<file path="config.mk">
export PLATFORM = sky130hd
export DESIGN_NAME = polyline_spacing_decimator
export DESIGN_NICKNAME = d
export VERILOG_FILES = /design/src/design/psd_pkg.sv /design/src/design/psd_queue.sv /design/src/design/psd_front.sv /design/src/design/psd_back.sv /design/src/design/polyline_spacing_decimator.sv
export SDC_FILE = /design/constraint.sdc
export NUM_CORES = 2
export LEC_CHECK = 0
export ABC_AREA = 1
export BUFFER_PORTS_ARGS = -buffer_cell sky130_fd_sc_hd__buf_2
export CAP_MARGIN = 10
export CELL_PAD_IN_SITES_DETAIL_PLACEMENT = 1
export CELL_PAD_IN_SITES_GLOBAL_PLACEMENT = 1
export CORE_MARGIN = 5
export CORE_UTILIZATION = 45
export DETAILED_ROUTE_END_ITERATION = 8
export HOLD_SLACK_MARGIN = 0.06
export PLACE_DENSITY = 0.73
export SKIP_LAST_GASP = 1
export SLEW_MARGIN = 30
export SYNTH_ARGS = -nofsm -noshare
export SYNTH_HDL_FRONTEND = slang
export SYNTH_HIERARCHICAL = 1
export SYNTH_SLANG_ARGS = --single-unit
export TNS_END_PERCENT = 20
</file>
<file path="constraint.sdc">
create_clock -name aclk -period 7.8 [get_ports aclk]
set_input_delay 1.95 -clock aclk [delete_from_list [all_inputs] [get_ports aclk]]
set_output_delay 1.95 -clock aclk [all_outputs]
set_load 0.02 [all_outputs]
</file>
<file path="src/design/psd_pkg.sv">
// Shared types and constants for the polyline spacing decimator.
`timescale 1ns / 1ps

package psd_pkg;

    localparam int SPACING_BITS = 24;
    localparam int SUM_BITS     = 32;
    localparam int QUEUE_DEPTH  = 2;
    localparam int KIND_BITS    = 2;

    localparam logic [SPACING_BITS-1:0] SPACING_RESET = 24'd102;

    // What the back end does with a queued point
    typedef enum logic [KIND_BITS-1:0] {
        KIND_START    = 2'd0,
        KIND_SINGLE   = 2'd1,
        KIND_INTERIOR = 2'd2,
        KIND_FINAL    = 2'd3
    } psd_kind_t;

    typedef enum logic [2:0] {
        ST_IDLE,
        ST_MAG,
        ST_SQR,
        ST_LOAD,
        ST_ROOT,
        ST_DECIDE,
        ST_EMIT
    } psd_state_t;

endpackage

</file>
<file path="src/design/psd_queue.sv">
// Small register queue between the front and the back of the decimator.
`timescale 1ns / 1ps

module psd_queue #(
    parameter int WIDTH = 74,
    parameter int DEPTH = 2
) (
    input  logic             aclk,
    input  logic             aresetn,
    input  logic             in_valid,
    output logic             in_ready,
    input  logic [WIDTH-1:0] in_data,
    output logic             out_valid,
    input  logic             out_ready,
    output logic [WIDTH-1:0] out_data
);

    localparam int PTR_BITS = (DEPTH > 1) ? $clog2(DEPTH) : 1;
    localparam int CNT_BITS = $clog2(DEPTH + 1);

    logic [WIDTH-1:0]    mem_reg [DEPTH];
    logic [PTR_BITS-1:0] wr_ptr_reg, wr_ptr_next;
    logic [PTR_BITS-1:0] rd_ptr_reg, rd_ptr_next;
    logic [CNT_BITS-1:0] count_reg, count_next;
    logic                push, pop;

    assign in_ready  = (count_reg != CNT_BITS'(DEPTH));
    assign out_valid = (count_reg != '0);
    assign out_data  = mem_reg[rd_ptr_reg];
    assign push      = in_valid && in_ready;
    assign pop       = out_valid && out_ready;

    always_comb begin
        wr_ptr_next = wr_ptr_reg;
        rd_ptr_next = rd_ptr_reg;
        count_next  = count_reg;
        if (push) begin
            wr_ptr_next = (wr_ptr_reg == PTR_BITS'(DEPTH - 1)) ? '0 : wr_ptr_reg + 1'b1;
        end
        if (pop) begin
            rd_ptr_next = (rd_ptr_reg == PTR_BITS'(DEPTH - 1)) ? '0 : rd_ptr_reg + 1'b1;
        end
        if (push && !pop) begin
            count_next = count_reg + 1'b1;
        end else if (pop && !push) begin
            count_next = count_reg - 1'b1;
        end
    end

    always_ff @(posedge aclk) begin
        if (!aresetn) begin
            wr_ptr_reg <= '0;
            rd_ptr_reg <= '0;
            count_reg  <= '0;
        end else begin
            wr_ptr_reg <= wr_ptr_next;
            rd_ptr_reg <= rd_ptr_next;
            count_reg  <= count_next;
        end
    end

    always_ff @(posedge aclk) begin
        if (push) begin
            mem_reg[wr_ptr_reg] <= in_data;
        end
    end

endmodule

</file>
<file path="src/design/psd_front.sv">
// Input side: tracks the open line and classifies each point for the back end.
`timescale 1ns / 1ps

module psd_front
    import psd_pkg::*;
#(
    parameter int COORD_BITS = 24
) (
    input  logic                    aclk,
    input  logic                    aresetn,
    input  logic                    in_valid,
    output logic                    in_ready,
    input  logic [3*COORD_BITS-1:0] in_point,
    input  logic                    in_first,
    input  logic                    in_final,
    output logic                    q_valid,
    input  logic                    q_ready,
    output psd_kind_t               q_kind,
    output logic [3*COORD_BITS-1:0] q_point
);

    logic line_open_reg, line_open_next;
    logic accept;

    assign in_ready = q_ready;
    assign q_valid  = in_valid;
    assign q_point  = in_point;
    assign accept   = in_valid && q_ready;

    // Any point with no line open starts a new line
    always_comb begin
        if (in_first || !line_open_reg) begin
            q_kind = in_final ? KIND_SINGLE : KIND_START;
        end else begin
            q_kind = in_final ? KIND_FINAL : KIND_INTERIOR;
        end
    end

    always_comb begin
        line_open_next = line_open_reg;
        if (accept) begin
            line_open_next = !in_final;
        end
    end

    always_ff @(posedge aclk) begin
        if (!aresetn) begin
            line_open_reg <= 1'b0;
        end else begin
            line_open_reg <= line_open_next;
        end
    end

endmodule

</file>
<file path="src/design/psd_back.sv">
// Back end: distance to the anchor, spacing decision and the output register.
`timescale 1ns / 1ps

module psd_back
    import psd_pkg::*;
#(
    parameter int COORD_BITS = 24
) (
    input  logic                      aclk,
    input  logic                      aresetn,
    input  logic [SPACING_BITS-1:0]   min_spacing,
    input  logic                      q_valid,
    output logic                      q_ready,
    input  psd_kind_t                 q_kind,
    input  logic [3*COORD_BITS-1:0]   q_point,
    output logic                      out_valid,
    input  logic                      out_ready,
    output logic [3*COORD_BITS-1:0]   out_point,
    output logic                      out_last
);

    localparam int C      = COORD_BITS;
    localparam int PT_W   = 3 * C;
    localparam int RES_W  = PT_W + 1;
    localparam int PROD_W = 2 * C;
    localparam int ACC_W  = 2 * C + 2;
    localparam int RAD_W  = (ACC_W > 64) ? 64 : ACC_W;
    localparam int ROOT_W = RAD_W / 2;
    localparam int REM_W  = ROOT_W + 2;
    localparam int CNT_W  = $clog2(ROOT_W);
    localparam int CMP_W  = SUM_BITS + 1;

    psd_state_t state_reg, state_next;

    logic [PT_W-1:0]   anchor_reg;
    logic [PT_W-1:0]   cur_reg;
    psd_kind_t         kind_reg;
    logic [SUM_BITS-1:0] sum_reg;
    logic [C-1:0]      mag_reg [3];
    logic [PROD_W-1:0] prod_reg;
    logic [ACC_W-1:0]  acc_reg;
    logic [RAD_W-1:0]  rad_reg;
    logic [REM_W-1:0]  rem_reg;
    logic [ROOT_W-1:0] root_reg;
    logic [CNT_W-1:0]  cnt_reg;
    logic [RES_W-1:0]  res0_reg, res1_reg;
    logic              res_two_reg;
    logic              res_idx_reg;
    logic              out_valid_reg;
    logic [RES_W-1:0]  out_reg;

    logic              out_free, out_load, pop;
    logic [RAD_W-1:0]  rad_sat;
    logic [C-1:0]      mag_sel;
    logic [REM_W-1:0]  rem_shift, trial;
    logic              fits;
    logic [CMP_W-1:0]  sum_wide;
    logic [SUM_BITS-1:0] sum_new;
    logic [CMP_W-1:0]  dist_wide, min_wide;
    logic              sum_reached, dist_reached;

    // Magnitude of a signed coordinate difference
    function automatic logic [C-1:0] axis_mag(input logic [C-1:0] a, input logic [C-1:0] b);
        logic [C:0] diff;
        logic [C:0] neg;
        diff = {a[C-1], a} - {b[C-1], b};
        neg  = -diff;
        return diff[C] ? neg[C-1:0] : diff[C-1:0];
    endfunction

    generate
        if (ACC_W > RAD_W) begin : g_sat
            assign rad_sat = (|acc_reg[ACC_W-1:RAD_W]) ? '1 : acc_reg[RAD_W-1:0];
        end else begin : g_nosat
            assign rad_sat = acc_reg;
        end
    endgenerate

    assign mag_sel   = mag_reg[cnt_reg[1:0]];
    assign rem_shift = {rem_reg[REM_W-3:0], rad_reg[RAD_W-1 -: 2]};
    assign trial     = {root_reg, 2'b01};
    assign fits      = (rem_shift >= trial);

    assign dist_wide    = CMP_W'(root_reg);
    assign min_wide     = CMP_W'(min_spacing);
    assign sum_wide     = {1'b0, sum_reg} + dist_wide;
    assign sum_new      = sum_wide[SUM_BITS] ? '1 : sum_wide[SUM_BITS-1:0];
    assign sum_reached  = (CMP_W'(sum_new) >= min_wide);
    assign dist_reached = (dist_wide >= min_wide);

    assign out_free  = !out_valid_reg || out_ready;
    assign out_valid = out_valid_reg;
    assign out_point = out_reg[PT_W-1:0];
    assign out_last  = out_reg[PT_W];

    // Handshake outputs of the sequencer
    always_comb begin
        pop      = 1'b0;
        out_load = 1'b0;
        unique case (state_reg)
            ST_IDLE: pop      = q_valid;
            ST_EMIT: out_load = out_free;
            default: begin
                pop      = 1'b0;
                out_load = 1'b0;
            end
        endcase
    end

    assign q_ready = (state_reg == ST_IDLE);

    always_comb begin
        state_next = state_reg;
        unique case (state_reg)
            ST_IDLE: begin
                if (q_valid) begin
                    unique case (q_kind)
                        KIND_START:  state_next = ST_IDLE;
                        KIND_SINGLE: state_next = ST_EMIT;
                        default:     state_next = ST_MAG;
                    endcase
                end
            end
            ST_MAG: state_next = ST_SQR;
            ST_SQR: begin
                if (cnt_reg == CNT_W'(3)) begin
                    state_next = ST_LOAD;
                end
            end
            ST_LOAD: state_next = ST_ROOT;
            ST_ROOT: begin
                if (cnt_reg == CNT_W'(ROOT_W - 1)) begin
                    state_next = ST_DECIDE;
                end
            end
            ST_DECIDE: begin
                if (kind_reg == KIND_INTERIOR && !sum_reached) begin
                    state_next = ST_IDLE;
                end else begin
                    state_next = ST_EMIT;
                end
            end
            ST_EMIT: begin
                if (out_free && !(res_two_reg && !res_idx_reg)) begin
                    state_next = ST_IDLE;
                end
            end
            default: state_next = ST_IDLE;
        endcase
    end

    always_ff @(posedge aclk) begin
        if (!aresetn) begin
            state_reg     <= ST_IDLE;
            out_valid_reg <= 1'b0;
        end else begin
            state_reg <= state_next;
            if (out_load) begin
                out_valid_reg <= 1'b1;
            end else if (out_ready) begin
                out_valid_reg <= 1'b0;
            end
        end
    end

    always_ff @(posedge aclk) begin
        if (out_load) begin
            out_reg <= res_idx_reg ? res1_reg : res0_reg;
        end
        unique case (state_reg)
            ST_IDLE: begin
                res_idx_reg <= 1'b0;
                if (pop) begin
                    kind_reg <= q_kind;
                    cur_reg  <= q_point;
                    if (q_kind == KIND_START || q_kind == KIND_SINGLE) begin
                        anchor_reg <= q_point;
                        sum_reg    <= '0;
                    end
                    // Single-point line: distance zero against itself
                    if (q_kind == KIND_SINGLE) begin
                        res_two_reg <= (min_spacing == '0);
                        res0_reg    <= {(min_spacing != '0), q_point};
                        res1_reg    <= {1'b1, q_point};
                    end
                end
            end
            ST_MAG: begin
                for (int i = 0; i < 3; i++) begin
                    mag_reg[i] <= axis_mag(cur_reg[i*C +: C], anchor_reg[i*C +: C]);
                end
                cnt_reg <= '0;
            end
            ST_SQR: begin
                if (cnt_reg != CNT_W'(3)) begin
                    prod_reg <= {{C{1'b0}}, mag_sel} * {{C{1'b0}}, mag_sel};
                end
                if (cnt_reg == CNT_W'(1)) begin
                    acc_reg <= ACC_W'(prod_reg);
                end else if (cnt_reg != '0) begin
                    acc_reg <= acc_reg + ACC_W'(prod_reg);
                end
                cnt_reg <= cnt_reg + 1'b1;
            end
            ST_LOAD: begin
                rad_reg  <= rad_sat;
                rem_reg  <= '0;
                root_reg <= '0;
                cnt_reg  <= '0;
            end
            ST_ROOT: begin
                rad_reg <= {rad_reg[RAD_W-3:0], 2'b00};
                if (fits) begin
                    rem_reg  <= rem_shift - trial;
                    root_reg <= {root_reg[ROOT_W-2:0], 1'b1};
                end else begin
                    rem_reg  <= rem_shift;
                    root_reg <= {root_reg[ROOT_W-2:0], 1'b0};
                end
                cnt_reg <= cnt_reg + 1'b1;
            end
            ST_DECIDE: begin
                if (kind_reg == KIND_INTERIOR) begin
                    // Emit the pending anchor and advance it once the sum reaches the spacing
                    if (sum_reached) begin
                        res0_reg    <= {1'b0, anchor_reg};
                        res_two_reg <= 1'b0;
                        anchor_reg  <= cur_reg;
                        sum_reg     <= '0;
                    end else begin
                        sum_reg <= sum_new;
                    end
                end else begin
                    // Final point: replace the pending point when too close
                    sum_reg <= '0;
                    if (dist_reached) begin
                        res0_reg    <= {1'b0, anchor_reg};
                        res1_reg    <= {1'b1, cur_reg};
                        res_two_reg <= 1'b1;
                    end else begin
                        res0_reg    <= {1'b1, cur_reg};
                        res_two_reg <= 1'b0;
                    end
                end
            end
            ST_EMIT: begin
                if (out_load) begin
                    res_idx_reg <= 1'b1;
                end
            end
            default: begin
                res_idx_reg <= 1'b0;
            end
        endcase
    end

endmodule

</file>
<file path="src/design/polyline_spacing_decimator.sv">
// Polyline spacing decimator: top level with config register, front, queue and back.
//
// Usage: points of a polyline stream in on the s_ channel, one word per point,
// s_tuser marking the first point and s_tlast the last. Kept points leave on the
// m_ channel, m_tlast marking the last kept point of the line. The minimum
// spacing is written on the cfg_ channel (always ready); the user writes it only
// while the block is idle, which the block itself does not enforce.
// Sequencing: the back end takes a new word only in its idle state. An interior
// or final point holds the back end through these steps in order: take the word,
// form the axis differences, form the three squares through one multiplier, load
// the root, run a square root that settles one result bit per cycle, and decide;
// each kept word it emits then waits for the output register to be free. A first
// point only sets the anchor; a single-point line is emitted once, or twice when
// the minimum spacing is zero. A kept word reaches m_ through the queue and the
// output register. A two-entry queue lets the input side take words while the
// back end works on an earlier one.
// When the receiver stalls, the output word holds in its register and the back
// end waits; the queue fills and then s_tready drops. Reset clears the open line,
// empties the queue and output, and sets the minimum spacing to 102.
`timescale 1ns / 1ps

module polyline_spacing_decimator
    import psd_pkg::*;
#(
    parameter int COORD_BITS = 24
) (
    input  logic                                   aclk,
    input  logic                                   aresetn,
    input  logic                                   s_tvalid,
    output logic                                   s_tready,
    // pos_x, pos_y, pos_z from bit 0 up, zero padded to whole bytes
    input  logic [((3*COORD_BITS+7)/8)*8-1:0]      s_tdata,
    // first_point
    input  logic                                   s_tuser,
    input  logic                                   s_tlast,
    output logic                                   m_tvalid,
    input  logic                                   m_tready,
    // out_x, out_y, out_z from bit 0 up, zero padded to whole bytes
    output logic [((3*COORD_BITS+7)/8)*8-1:0]      m_tdata,
    output logic                                   m_tlast,
    input  logic                                   cfg_valid,
    output logic                                   cfg_ready,
    input  logic [SPACING_BITS-1:0]                cfg_data
);

    localparam int PT_W    = 3 * COORD_BITS;
    localparam int TDATA_W = ((PT_W + 7) / 8) * 8;
    localparam int ENTRY_W = KIND_BITS + PT_W;

    logic [SPACING_BITS-1:0] min_spacing_reg;

    logic              fq_valid, fq_ready;
    psd_kind_t         fq_kind;
    logic [PT_W-1:0]   fq_point;
    logic              qb_valid, qb_ready;
    logic [ENTRY_W-1:0] qb_entry;
    logic [PT_W-1:0]   out_point;

    assign cfg_ready = 1'b1;

    always_ff @(posedge aclk) begin
        if (!aresetn) begin
            min_spacing_reg <= SPACING_RESET;
        end else if (cfg_valid) begin
            min_spacing_reg <= cfg_data;
        end
    end

    psd_front #(
        .COORD_BITS(COORD_BITS)
    ) u_front (
        .aclk     (aclk),
        .aresetn  (aresetn),
        .in_valid (s_tvalid),
        .in_ready (s_tready),
        .in_point (s_tdata[PT_W-1:0]),
        .in_first (s_tuser),
        .in_final (s_tlast),
        .q_valid  (fq_valid),
        .q_ready  (fq_ready),
        .q_kind   (fq_kind),
        .q_point  (fq_point)
    );

    psd_queue #(
        .WIDTH(ENTRY_W),
        .DEPTH(QUEUE_DEPTH)
    ) u_queue (
        .aclk      (aclk),
        .aresetn   (aresetn),
        .in_valid  (fq_valid),
        .in_ready  (fq_ready),
        .in_data   ({fq_kind, fq_point}),
        .out_valid (qb_valid),
        .out_ready (qb_ready),
        .out_data  (qb_entry)
    );

    psd_back #(
        .COORD_BITS(COORD_BITS)
    ) u_back (
        .aclk        (aclk),
        .aresetn     (aresetn),
        .min_spacing (min_spacing_reg),
        .q_valid     (qb_valid),
        .q_ready     (qb_ready),
        .q_kind      (psd_kind_t'(qb_entry[ENTRY_W-1 -: KIND_BITS])),
        .q_point     (qb_entry[PT_W-1:0]),
        .out_valid   (m_tvalid),
        .out_ready   (m_tready),
        .out_point   (out_point),
        .out_last    (m_tlast)
    );

    assign m_tdata = TDATA_W'(out_point);

endmodule
</file>
=== Word-level counts from Yosys, hierarchy flattened ===
Memories as Yosys holds them, arrays and structs flattened. A register that Yosys moved wholly into a read port is not among the register bits.
Cells that the tools add are included.

* $add $sub $neg: 14
* Bitwise gates (word level): 1
* Order comparisons: 3
* Equality and inequality tests: 26
* Multipliers: 1
* Muxes and demuxes: 67
* Reduce and logical (&&, ||, !) cells: 42

{| class="wikitable"
|+ Operators by type and width
! kind !! number
|-
| 73-bit two-way mux || 10
|-
| 73-bit one-hot mux with 2 select lines || 2
|-
| 72-bit two-way mux || 4
|-
| 32-bit two-way mux || 5
|-
| 72-bit one-hot mux with 2 select lines || 1
|-
| 25-bit one-hot mux with 2 select lines || 2
|-
| 50-bit one-hot mux with 2 select lines || 1
|-
| 24-bit by 24-bit subtractor with 25-bit output || 3
|-
| 24-bit two-way mux || 3
|-
| 24-bit negator || 3
|-
| 32-bit one-hot mux with 2 select lines || 1
|-
| 50-bit by 48-bit adder with 50-bit output || 1
|-
| 50-bit two-way mux || 1
|-
| 24-bit by 24-bit multiplier with 48-bit output || 1
|-
| 48-bit two-way mux || 1
|-
| 32-bit by 25-bit adder with 33-bit output || 1
|-
| 32-bit by 24-bit >= comparator with 1-bit output || 1
|-
| 27-bit >= comparator || 1
|-
| 25-bit by 24-bit >= comparator with 1-bit output || 1
|-
| 25-bit two-way mux || 1
|-
| 25-bit subtractor || 1
|-
| 24-bit logical NOT || 1
|-
| 24-bit nonzero test || 1
|-
| 2-bit by 1-bit inequality test with 1-bit output (second input constant) || 11
|-
| other kinds (36) || 96
|}

* Input port bits: 103
* Logic and storage cells: 179
* Flip-flop bits (word level): 635
* Memory bits (writable): 220
* Output and inout bits: 76
* Memories kept: 2

{| class="wikitable"
|+ Memory list
! name !! words !! bits a word !! rd ports !! clocked after Yosys merged registers in !! wr ports !! RTL line !! text
|-
| u_queue.mem_reg || 2 || 74 || 1 || 1 || 1 || psd_queue.sv:21 || <nowiki>logic [WIDTH-1:0] mem_reg [DEPTH];</nowiki>
|-
| u_back.mag_reg || 3 || 24 || 1 || 1 || 3 || psd_back.sv:39 || <nowiki>logic [C-1:0] mag_reg [3];</nowiki>
|}

=== Longest topological paths before layout ===
* Depth in word-level cells: 7
* Gate-level depth with buffers: 34
* Gate-level depth less buffers: 33

=== Modules after synthesis ===
The synthesis kept the hierarchy.

{| class="wikitable"
|+ By module, submodules not included
! module !! area each (um^2) !! instances !! cells each
|-
| psd_back || 55774.7 || 1 || 6408
|-
| psd_queue || 5826.8 || 1 || 267
|-
| polyline_spacing_decimator || 999.7 || 1 || 146
|-
| psd_front || 608.1 || 1 || 82
|}

=== Least setup slack after synthesis ===
Ideal clock, no wire load.

* Path kind: register -> register
* Start: register u_back.root_reg[3]
* End: register u_back.anchor_reg[0] (enable)
* Arrival: 8.019 ns
* Required time: 7.209 ns
* Cell stages (with the launch flop): 25
* Setup time: 0.591 ns
* Clock period less this slack: 8.610 ns
* Slack: -0.810 ns
* Cell sequence: edfxtp_1 > ha_1 > or2_1 > nand3_1 > nand2_1 > nand2_1 > nand2_2 > a21oi_4 > buf_2 > clkbuf_1 > nand2_1 > ha_1 > nand2_1 > o21a_1 > nand2_1 > nand2_1 > nand2_1 > nand2_1 > nand2_1 > a21oi_1 > nand2_1 > nor2_4 > nand2_1 > a21oi_1 > nor3_1

* Word-level cells in the longest chain between the ends: 5

{| class="wikitable"
|+ Ends and longest elaborated chain
! element !! RTL line !! text
|-
| start, declared || psd_back.sv:44 || <nowiki>logic [ROOT_W-1:0] root_reg;</nowiki>
|-
| start signal, assigned || psd_back.sv:215 || <nowiki>root_reg <= {root_reg[ROOT_W-2:0], 1'b1};</nowiki>
|-
| start signal, assigned || psd_back.sv:218 || <nowiki>root_reg <= {root_reg[ROOT_W-2:0], 1'b0};</nowiki>
|-
| 32-bit by 25-bit adder with 33-bit output || psd_back.sv:86 || <nowiki>assign sum_wide = {1'b0, sum_reg} + dist_wide;</nowiki>
|-
| 32-bit two-way mux || psd_back.sv:87 || <nowiki>assign sum_new = sum_wide[SUM_BITS] ? '1 : sum_wide[SUM_BITS-1:0];</nowiki>
|-
| via u_back.sum_new[7] || psd_back.sv:58 || <nowiki>logic [SUM_BITS-1:0] sum_new;</nowiki>
|-
| 32-bit by 24-bit >= comparator with 1-bit output || psd_back.sv:88 || <nowiki>assign sum_reached = (CMP_W'(sum_new) >= min_wide);</nowiki>
|-
| 2-bit by 1-bit inequality test with 1-bit output (no source line) || - ||
|-
| 5-bit AND reduction (no source line) || - ||
|-
| end signal, assigned || psd_back.sv:177 || <nowiki>anchor_reg <= q_point;</nowiki>
|-
| end signal, assigned || psd_back.sv:228 || <nowiki>anchor_reg <= cur_reg;</nowiki>
|-
| end, declared || psd_back.sv:35 || <nowiki>logic [PT_W-1:0] anchor_reg;</nowiki>
|}

The timed path passes the listed nets, and every way through them passes these cells.
A chain may end at the register's enable or synchronous reset.

==> reports/results.txt <==
The run finished with clean final reports. STA classifies the critical path endpoint as a register. Once detail routing completed, the nets flagged for antenna violations numbered 0. By area, the combinational part of the netlist is dominated by adder cells. The post-synthesis share of cell area spent on full adders, half adders and majority gates was 0.215; the worst hold slack was 470 ps. The top fanout value on the critical path is 15. For the detailed placer's ending HPWL, the log shows 143000 um. The level count of the clock H-tree is 3. The worst setup path is launched from a register.

Entering global routing, the biggest net connects 74 pins. Setup repair after global routing could not meet its margin everywhere. The async set-reset flop share out of synthesis works out to 0. From left edge to right edge, the die measures 385 um. The via count of the first global-routing pass came out at 52000.

Clock skew on the completed layout was measured at 52.4 ps. The number of endpoints with negative hold slack in the final report was 0. Counting every sink on the clock net gives 856. The highest metal layer carrying signal wires in the routed design is met4. The synthesized design contains 820 enable-type register cells. The ratio of final minimum period to clock period came out at 0.971. TritonCTS built the clock tree. The detailed router placed 47300 vias in this run. No sink is reached through more buffers than the 3 on the longest clock path.

TritonCTS created 97 clock buffers. Flip-flop and latch count after synthesis: 856. The worst min-delay path category is register to register.

Share of synthesized cell area in and, or, nand and nor gates: 0.169. The run gives 0.246 as the global-route usage over all layers. Area share of the largest cell type after synthesis: 0.390. Clock latency reported for the late side of the worst-skew pair: 740 ps.

The fraction of final layout cells sized beyond drive strength 1 is 0.0942. The run gives 0 as the number of slew-limit violations in the final report. The final layout contains routed wiring with a total length of 183000 um. The register with the most flip-flops in the layout has 148 of them.

Number of port buffers: 177. In the post-synthesis netlist, the biggest area contributors are sky130_fd_sc_hd__edfxtp_1 (39%), sky130_fd_sc_hd__fa_1 (14%), sky130_fd_sc_hd__nand2_1 (9.6%). The largest total area in the synthesized netlist belongs to sky130_fd_sc_hd__edfxtp_1. For the netlist area before placement, the log shows 0.0632 mm^2. Detailed routing placed a total of 91400 um of wire on met2. The yosys synthesis warning count came out at 6.

Among all flip-flop cells after synthesis, the most frequent one is sky130_fd_sc_hd__edfxtp_1. The count of pins on the block boundary is 179, and the transition time of the tightest slew-check pin is 957 ps. The clock tree root buffer cell is sky130_fd_sc_hd__clkbuf_16. The count of maximum capacitance violations was 0. The starting density of the core is 0.453. The critical path is of the register to register type. Global-route wire length before repair: 288000 um. The DRC violation total after the first TritonRoute iteration was 2485; the share of the synthesized area in compound gates (AO/OA/AOI/OAI) was 0.0803. Clock slew at the register clock pins of the worst setup and hold paths: 60 ps. STA puts the critical path data arrival time at 8000 ps. The number of placement rows was 137. The run gives 0.401 as the share of the yosys chip area belonging to registers. Routability-driven placement finished with a final weighted congestion of 0.921. Synthesis handed over a netlist of 6903 instances. In the post-synthesis netlist, the cell with the most instances is sky130_fd_sc_hd__nand2_1. The wire length per cell after detailed routing came out at 20.3 um. Post-synthesis share of cell area spent on xor and xnor gates: 0.0292. The tools report the number of iterations in the first detailed-routing pass as 7.

The time the worst path needs with I/O delays and setup is 7580 ps, and the average via count per standard cell is 5.24. For the critical path data required time, the log shows 8220 ps. From bottom edge to top edge, the die measures 385 um. Sum of overflow across all layers after global routing: 0. The distinct cell type count after synthesis is 66. Relative to the synthesized area, the layout overhead comes to 9.91%. Setup violations remaining at the end of the flow were counted as 0. For this run, the post-layout net count is 7996. Buffers inserted to repair hold after CTS numbered 0. The total core area is 0.140 mm^2.

The run gives 0.362 as the relative max-transition margin. Each instance of the synthesized netlist takes up on average 9.16 um^2. In the routed design, unresolved DRC markers number 0. The number of antenna violations at the first check in global routing was 3; the length of routed met3 wiring was 6470 um. The tools report the upper clock frequency limit as 132 MHz. The commonest cells after synthesis are sky130_fd_sc_hd__nand2_1 (1611), sky130_fd_sc_hd__inv_1 (1139), sky130_fd_sc_hd__edfxtp_1 (820), sky130_fd_sc_hd__nor2_1 (644), sky130_fd_sc_hd__fa_1 (430).

The post-synthesis mux area share works out to 0.0167. The floorplan step defined a die boundary enclosing 0.148 mm^2. Detailed-routing wirelength on met1: 80800 um.
final timing paths:
path                                                 startpoint                              end  slack [ps]  cells after the start
worst max-delay path                                   register    u_back/prod_reg[40]$_DFFE_PP_         220                     22
worst min-delay path            min_spacing_reg[2]$_SDFFE_PN1P_  min_spacing_reg[2]$_SDFFE_PN1P_         470                      2
worst max register to register                         register    u_back/prod_reg[40]$_DFFE_PP_         220                     22
worst min register to register  min_spacing_reg[2]$_SDFFE_PN1P_  min_spacing_reg[2]$_SDFFE_PN1P_         470                      2
area by class of cell:
class | count | area [um^2]
inverter | 1161 | 4400
clock inverter | 60 | 622
sequential | 856 | 25400
tap | 1876 | 2350
timing repair inverter | 1 | 5.00
multi-input combinational | 4664 | 32400
fill | 16200 | 70100
clock buffer | 117 | 2510
antenna | 1 | 2.50
timing repair buffer | 286 | 1790
layout by cell type (no fill, tap or decap), drive strengths merged, types with 23 or more instances in the layout:
master,Yosys,layout
a21oi,417,417
clkbuf,118,117
ha,396,396
nand4,54,54
xnor2,72,72
mux2,74,74
nand3,174,174
fa,430,430
nand2,1615,1615
o211ai,28,28
a31oi,52,52
nor2,653,653
dfxtp,36,36
o21a,24,24
inv,1149,1157
edfxtp,820,820
nor3,48,48
buf,111,286
xor2,136,136
o21bai,23,23
o21ai,301,301
clkinv,12,49
or2,55,55
critical path, stage by stage, from the launching register on:
cell and delay, ps:
sky130_fd_sc_hd__dfxtp_2 400, sky130_fd_sc_hd__clkinv_4 140, sky130_fd_sc_hd__o21ai_0 480, sky130_fd_sc_hd__inv_1 290, sky130_fd_sc_hd__buf_4 250, sky130_fd_sc_hd__nor2_1 140, sky130_fd_sc_hd__inv_1 80, sky130_fd_sc_hd__fa_1 480
sky130_fd_sc_hd__fa_1 520, sky130_fd_sc_hd__fa_1 520, sky130_fd_sc_hd__fa_1 540, sky130_fd_sc_hd__inv_1 60, sky130_fd_sc_hd__fa_1 510, sky130_fd_sc_hd__fa_1 550, sky130_fd_sc_hd__inv_1 70, sky130_fd_sc_hd__fa_1 540
sky130_fd_sc_hd__inv_1 50, sky130_fd_sc_hd__ha_1 450, sky130_fd_sc_hd__nand2_1 230, sky130_fd_sc_hd__nor4_2 430, sky130_fd_sc_hd__nand3_1 210, sky130_fd_sc_hd__o2111ai_1 210, sky130_fd_sc_hd__xor2_1 130
cell families (layout without fill, tap and decap cells):
logic type	after synthesis	after routing
AO/OA/AOI/OAI	904	904
XOR/XNOR	208	208
flip-flops	856	856
AND/OR/NAND/NOR	2643	2643
buffers and inverters	1390	1625
multiplexers	74	74
adder cells (fa/ha/maj)	826	826
other	2	10
what timing repair did:
| action | 4_1_cts | 5_1_grt |
|---|---|---|
| gates cloned | 0 | 1 |
| resized for setup | 7 | 43 |
| setup endpoints to repair | 12 | 24 |
| buffers inserted | 0 | 5 |
| pin swaps | 0 | 1 |
routing by layer:
| metal | up-vias | GRT usage |
|---|---|---|
| li1 | 22600 | - |
| met1 | 23600 | 0.319 |
| met2 | 840 | 0.441 |
| met3 | 255 | 0.0308 |
| met4 | 0 | 0.0585 |
| met5 | - | 0 |
through the flow:
stage / utilization / instance area [um^2] / std cells / setup TNS [ps] / worst slack, ps
after global placement: 0.474 / 66100 / 8836 / -42.1 / -25.1
after detailed placement: 0.474 / 66100 / 8837 / -628 / -187
final: 0.498 / 69500 / 9022 / 0 / 225
after floorplan: - / 63200 / 6910 / -62150 / -616
after global routing: 0.498 / 69500 / 9021 / -71.2 / -45.6
after CTS: 0.497 / 69300 / 9014 / 0 / 42.7
Power is not shown: default switching activity piles up to over one toggle a cycle in this logic, so the estimate is an artifact.
